File: config.mk
export PLATFORM = sky130hd
export DESIGN_NAME = rsi_fifo
export DESIGN_NICKNAME = d
export VERILOG_FILES = /design/src/hdl/rsi_pkg.sv /design/src/hdl/rsi_fifo.sv
export SDC_FILE = /design/constraint.sdc
export NUM_CORES = 1
export LEC_CHECK = 0
export ABC_AREA = 1
export BUFFER_PORTS_ARGS = -buffer_cell sky130_fd_sc_hd__buf_2
export CAP_MARGIN = 25
export CORE_AREA = 2 2 435 437
export CTS_CLUSTER_DIAMETER = 40
export DETAILED_ROUTE_END_ITERATION = 10
export DIE_AREA = 0 0 437 439
export PLACE_DENSITY = 0.55
export SETUP_SLACK_MARGIN = 0.02
export SLEW_MARGIN = 15
export SYNTH_ARGS = -nofsm -noshare
export SYNTH_HDL_FRONTEND = slang
export SYNTH_SLANG_ARGS = --single-unit
File: constraint.sdc
create_clock -name clk -period 7.3 [get_ports clk]
set_input_delay 0.365 -clock clk [delete_from_list [all_inputs] [get_ports clk]]
set_output_delay 0.365 -clock clk [all_outputs]
set_load 0.02 [all_outputs]
File: src/hdl/rsi_pkg.sv
`default_nettype none

package rsi_pkg;

  localparam int FRAC_BITS  = 16;
  localparam int XW         = 32;
  localparam int W2         = 2 * XW;
  localparam int DSW        = W2 + 1;
  localparam int SUM_W      = W2 + 2;
  localparam int DISC_W     = W2 - 1;
  localparam int ROOT_W     = 32;
  localparam int Q_W        = 35;
  localparam int DEN_W      = 34;
  localparam int NUM_W      = DEN_W + FRAC_BITS;
  localparam int QUO_W      = XW;
  localparam int DIV_LAT    = QUO_W + 1;
  localparam int BACK_LAT   = ROOT_W + 1 + DIV_LAT + 3;
  localparam int FIFO_DEPTH = 4;
  localparam int PTR_W      = $clog2(FIFO_DEPTH);
  localparam int CFG_AW     = 4;

  typedef logic signed [XW-1:0] fx_t;
  typedef logic [2:0][XW-1:0] vec3_t;

  localparam fx_t FX_MAX = {1'b0, {(XW-1){1'b1}}};
  localparam fx_t FX_MIN = {1'b1, {(XW-1){1'b0}}};

  // quadratic terms of one ray, handed from front to back
  typedef struct packed {
    logic              nohit;
    logic [DISC_W-1:0] disc;
    fx_t               h;
    fx_t               a;
    fx_t               c;
    vec3_t             org;
    vec3_t             dir;
  } quad_t;

  typedef struct packed {
    logic full;
    logic empty;
  } qstat_t;

  // clamp a wide signed value into the fixed-point range
  function automatic fx_t sat_fx(input logic signed [SUM_W-1:0] v);
    fx_t r;
    if (v[SUM_W-1:XW-1] == '0 || v[SUM_W-1:XW-1] == '1) begin
      r = v[XW-1:0];
    end else begin
      r = v[SUM_W-1] ? FX_MIN : FX_MAX;
    end
    return r;
  endfunction

endpackage

`default_nettype wire

File: src/hdl/rsi_fifo.sv
`default_nettype none

module rsi_fifo import rsi_pkg::*; (
  input  logic   clk,
  input  logic   rst_n,
  input  logic   push,
  input  quad_t  wdata,
  input  logic   pop,
  output quad_t  rdata,
  output qstat_t stat
);

  quad_t mem_r [FIFO_DEPTH];
  logic [PTR_W-1:0] wp_r, rp_r;
  logic [PTR_W:0] cnt_r;

  assign stat.full  = (cnt_r == (PTR_W+1)'(FIFO_DEPTH));
  assign stat.empty = (cnt_r == '0);
  assign rdata      = mem_r[rp_r];

  always_ff @(posedge clk) begin
    if (!rst_n) begin
      wp_r  <= '0;
      rp_r  <= '0;
      cnt_r <= '0;
    end else begin
      if (push) begin
        wp_r <= wp_r + 1'b1;
      end
      if (pop) begin
        rp_r <= rp_r + 1'b1;
      end
      cnt_r <= cnt_r + (PTR_W+1)'(push) - (PTR_W+1)'(pop);
    end
  end

  always_ff @(posedge clk) begin
    if (push) begin
      mem_r[wp_r] <= wdata;
    end
  end

  a_no_overflow: assert property (@(posedge clk) disable iff (!rst_n)
    push |-> !stat.full) else $error("queue written while full");

  a_no_underflow: assert property (@(posedge clk) disable iff (!rst_n)
    pop |-> !stat.empty) else $error("queue read while empty");

  a_count_up: assert property (@(posedge clk) disable iff (!rst_n)
    (push && !pop) |=> (cnt_r == $past(cnt_r) + 1'b1))
    else $error("queue count lost a write");

endmodule

`default_nettype wire

# Yosys cells after proc, flatten, opt, wreduce, memory -nomap -nowiden

Memories as Yosys holds them, arrays and structs flattened. A register that Yosys moved wholly into a read port is not among the register bits.
Index checks and enable logic that the tools add are counted.

Memories: 1
Bits of input ports: 356
Logic and storage cells: 14
Register bits after elaboration: 7
Output and inout port bits: 354
Bits in writable memories: 1408

Reduce and logical (&&, ||, !) cells: 1
Mux-type cells: 4
Eq/ne operators: 1
$add $sub $neg: 4

Memory list:

| memory | depth | bits a word | rd ports | clocked after memory_dff | write ports | line           | text |
|---|---|---|---|---|---|---|---|
| mem_r  | 4     | 352         | 1        | 1                        | 1           | rsi_fifo.sv:13 | `quad_t mem_r [FIFO_DEPTH];` |

Operator list:

| kind                  | count |
|---|---|
| $add A2 B1 Y2 const B | 2 |
| $mux W2               | 2 |
| $add A3 B1 Y3         | 1 |
| $eq A3 B3 Y1 const B  | 1 |
| $logic_not A3 Y1      | 1 |
| $sub A3 B1 Y3         | 1 |
| $mux W1               | 2 |

# Longest topological paths before layout

Depth after elaboration: 3
Mapped depth: 8
Gate-level depth less buffers: 8

# Worst setup path before layout

Ideal clock, no wire load.

Path kind: reg2reg
Start point: register wp_r[0]
End point: memory mem_r[2][0] (netlist bit) (enable)
Required time: 6.599 ns
Stages on the path, launching flop included: 5
Setup slack: -0.729 ns
Arrival time: 7.328 ns
Clock period less this slack: 8.029 ns
Library setup time: 0.701 ns
Path buffers: 0
Cell sequence: dfxtp_1 > inv_1 > ha_1 > nand2_1 > inv_1

RTL lines:

| what                   | line           | text |
|---|---|---|
| start, declared        | rsi_fifo.sv:14 | `logic [PTR_W-1:0] wp_r, rp_r;` |
| start signal, assigned | rsi_fifo.sv:28 | `wp_r <= wp_r + 1'b1;` |
| end, declared          | rsi_fifo.sv:13 |  |

No word-level cell before the write port.

==> results.yml <==
cells_and_area:
  final_core_util_pct: 38.2
  drive_gt1_share_pct: 20.1
  area_growth_syn_to_layout_pct: 28.3
  multi_input_area_sq_um: 9010
  nets: 5601
  num-fill-cells: 17700
  seq_area_sq_um: 42500
  final_cell_area_sq_um: 71500
drt:
  drc_violations_left: 0
  drt_first_iter_violations: 1900
  vias: 34300
  viasPerCell: 4.33
  antenna_left: 0
  wl_per_cell_microns: 16.9
  totalWireLength_microns: 134000
  drtPass1Iterations: 5
critical_path:
  endpoint_class_of_the_critical_path: "primary output"
  timing_worst_setup_path_type: "reg -> out"
  critPathLaunchType: "flip-flop"
  critPathCapture: "rdata[104]"
  critical_path_peak_fanout: 107
  rr_startpoint: "wp_r[0]$_SDFFE_PN0P_"
  ff2ff_setup_slack_ns: 4.07
  worstRegToRegCells: 6
  worst_path_arrival_ns: 3.48
  rr_endpoint: "mem_r[0][203]$_DFFE_PP_"
  worstPathRequired_ns: 6.93
placed_design:
  io_buffers: 709
  detailed_place.area_sq_um: 61400
  post-place-ws_ns: 4.09
  hpwl_microns: 82900
  globalplace.congestion: 0.786
timing:
  final_period_minus_worst_setup_slack_ns: 3.84
  setup_slack_ns: 3.46
  grt_setup_unrepaired: "no"
  final.period_utilization_pct: 52.6
  timing.final.setup_violations: 0
  worst_pin_slew_ns: 1.31
  final_hold_viol_count: 0
  worst_clock_skew_ns: 0.0287
  finalSetupTns_ns: 0
  report.final.slew_viol_count: 0
  max-slew-margin-rel_pct: 12.9
  max_clock_freq_mhz: 260
logic_synthesis:
  synth_area_sq_um: 55700
  mappedNetlistNets: 4525
  synthDominantCellAreaShare_pct: 75.8
  post-synth-top-area-cell: "sky130_fd_sc_hd__edfxtp_1"
  synth-seq-area-share_pct: 76.2
  synth_top_cells_by_area: "sky130_fd_sc_hd__edfxtp_1, sky130_fd_sc_hd__inv_1, sky130_fd_sc_hd__nand2_1"
  synth_enable_flop_cells: 1408
  synth_cell_type_count: 20
  syn-mean-instance-area_sq_um: 13.4
  ys.flop_type: "sky130_fd_sc_hd__edfxtp_1"
  postSynthRegisterBits: 1417
  yosysWarningCount: 0
  synth_common_cells: "sky130_fd_sc_hd__edfxtp_1, sky130_fd_sc_hd__inv_1, sky130_fd_sc_hd__nand2_1, sky130_fd_sc_hd__a21oi_1, sky130_fd_sc_hd__o211ai_1"
  async_reset_ff_share_pct: 0
  yosys.cell_count.top_type: "sky130_fd_sc_hd__edfxtp_1"
  synthesis.instances: 4162
cts:
  max-clock-path-buffers: 3
  cts_root_buf: "sky130_fd_sc_hd__clkbuf_16"
  post_cts_clock_slew_at_the_launch_and_capture_registers_of_the_worst_setup_and_hold_paths_ns: 0.05
  clock_buffer_count_from_cts: 198
  cts_hold_buf: 356
  clock_tree.htree_level_count: 4
  clk_latency_ns: 0.81
  post_cts_resized: 0
  cts_tree: "yes"
  cts_setup_buffers: 0
  number_of_clock_sinks_seen_by_cts: 1417
pwr:
  power.static_leakage_nw: 27.4
  power-per-cell-area_nw_per_um2: 289
  peak_ir_drop_on_the_vdd_network_uv: 220
  total_power_mw: 20.7
floorplanning:
  top_level_ports: 710
  std_cell_rows: 159
  placeableCoreArea_sq_um: 187000
  start_util_pct: 29.8
  die-height_microns: 439
  floorplan.die_area_sq_um: 192000
  fp.dieW_microns: 437
global_routing:
  maximum_number_of_pins_on_one_net_before_global_route_repair: 223
  groute.usage.overall_pct: 13.6
  gr-usage-met2_pct: 24.3
  globalRouteOverflowTotal: 0
  grt.busiest_layer: "met2"
  grtUsageMet1_pct: 15.2
  global_route.usage.met3_pct: 3.48
  antenna_found_initial: 15
  first_global_vias: 33100
  grt_first_pass_wirelength_microns: 201000
hold_path:
  hp-class: "in -> reg"
  min-delay-start: "wdata[324]"
status:
  outcome: "finished clean"
job:
  maxCapViolations: 0
-- layout make-up --
cell class	instances	share of cell area (%)
Sequential cell	1417	59.4
Multi-Input combinational cell	1791	12.6
Timing Repair Buffer	1111	10.7
Clock buffer	224	7.10
Tap cell	2495	4.37
Inverter	719	3.80
Clock inverter	146	2.00
Antenna cell	12	0.0420
-- per-layer routing --
metal,vias to the layer above,share of wire [%]
li1,16800,-
met4,2,4.1
met3,243,5.0
met5,-,0.0097
met2,741,52
met1,16500,39
-- metrics by stage --
stage,hold slack [ns],cells
6_report,0.277,7915
5_1_grt,0.217,7914
4_1_cts,0.178,7903
3_5_place_dp,0.447,7177
3_3_place_gp,0.440,7177
2_1_floorplan,0.436,4162
-- worst min-delay path by stage --
stage | endpoint | slack (ns) | depth (start not counted)
3_3_place_gp | flip-flop | 0.44 | 2
6_report | mem_r[3][324]$_DFFE_PP_ | 0.28 | 2
2_1_floorplan | flip-flop | 0.44 | 2
3_5_place_dp | flip-flop | 0.45 | 2
5_1_grt | mem_r[3][61]$_DFFE_PP_ | 0.22 | 2
4_1_cts | mem_r[3][324]$_DFFE_PP_ | 0.18 | 2
-- critical path, stage by stage (launching register included) --
cell and delay (ns):
sky130_fd_sc_hd__dfxtp_4 0.81, sky130_fd_sc_hd__buf_4 0.40, sky130_fd_sc_hd__buf_4 0.76, sky130_fd_sc_hd__a21oi_1 0.16, sky130_fd_sc_hd__o21ai_0 0.13, sky130_fd_sc_hd__nand2_1 0.12, sky130_fd_sc_hd__buf_2 0.18
-- cells by family after synthesis --
family / Yosys count / synth area share, %
AOI/OAI and AO/OA: 1066 / 11.2
adders and majority gates: 7 / 0.171
buffers and inverters: 954 / 7.67
DFF: 1417 / 76.2
and+or+nand+nor: 718 / 4.84
-- power breakdown --
part           switching, mW  total, mW  internal [mW]
Combinational           1.43       2.07          0.638
Sequential            0.0800       9.41           9.33
Clock                   3.70       9.22           5.52
-- state kept, by name, summed over array words and instances (netlist names), named ones only --
name / cells
wp_r: 2
cnt_r: 3
mem_r: 1408
rp_r: 2
-- cell usage in the layout, fill, tap and decap left out --
master                          count
sky130_fd_sc_hd__o21ai_1           43
sky130_fd_sc_hd__clkinv_1          20
sky130_fd_sc_hd__diode_2           12
sky130_fd_sc_hd__a21oi_1          358
sky130_fd_sc_hd__dfxtp_1            7
sky130_fd_sc_hd__clkbuf_16        199
sky130_fd_sc_hd__bufinv_16         12
sky130_fd_sc_hd__clkbuf_1          25
sky130_fd_sc_hd__clkinvlp_4        30
sky130_fd_sc_hd__inv_1            715
sky130_fd_sc_hd__buf_2            709
sky130_fd_sc_hd__nor3_1             1
sky130_fd_sc_hd__o211ai_1         352
sky130_fd_sc_hd__nor2_1             2
sky130_fd_sc_hd__inv_16             2
sky130_fd_sc_hd__inv_6             28
sky130_fd_sc_hd__nand2_1          714
sky130_fd_sc_hd__ha_1               6
sky130_fd_sc_hd__dlygate4sd3_1    356
sky130_fd_sc_hd__o21ai_0          313
sky130_fd_sc_hd__clkinv_2          20
sky130_fd_sc_hd__buf_4             30
sky130_fd_sc_hd__dfxtp_4            2
sky130_fd_sc_hd__clkinv_16          2
sky130_fd_sc_hd__buf_12            16
sky130_fd_sc_hd__clkinv_8           3
sky130_fd_sc_hd__nand3_1            1
sky130_fd_sc_hd__edfxtp_1        1408
sky130_fd_sc_hd__clkinv_4          27
sky130_fd_sc_hd__inv_8              6
sky130_fd_sc_hd__fa_1               1
Note: power is estimated with default switching activity, not from simulation.
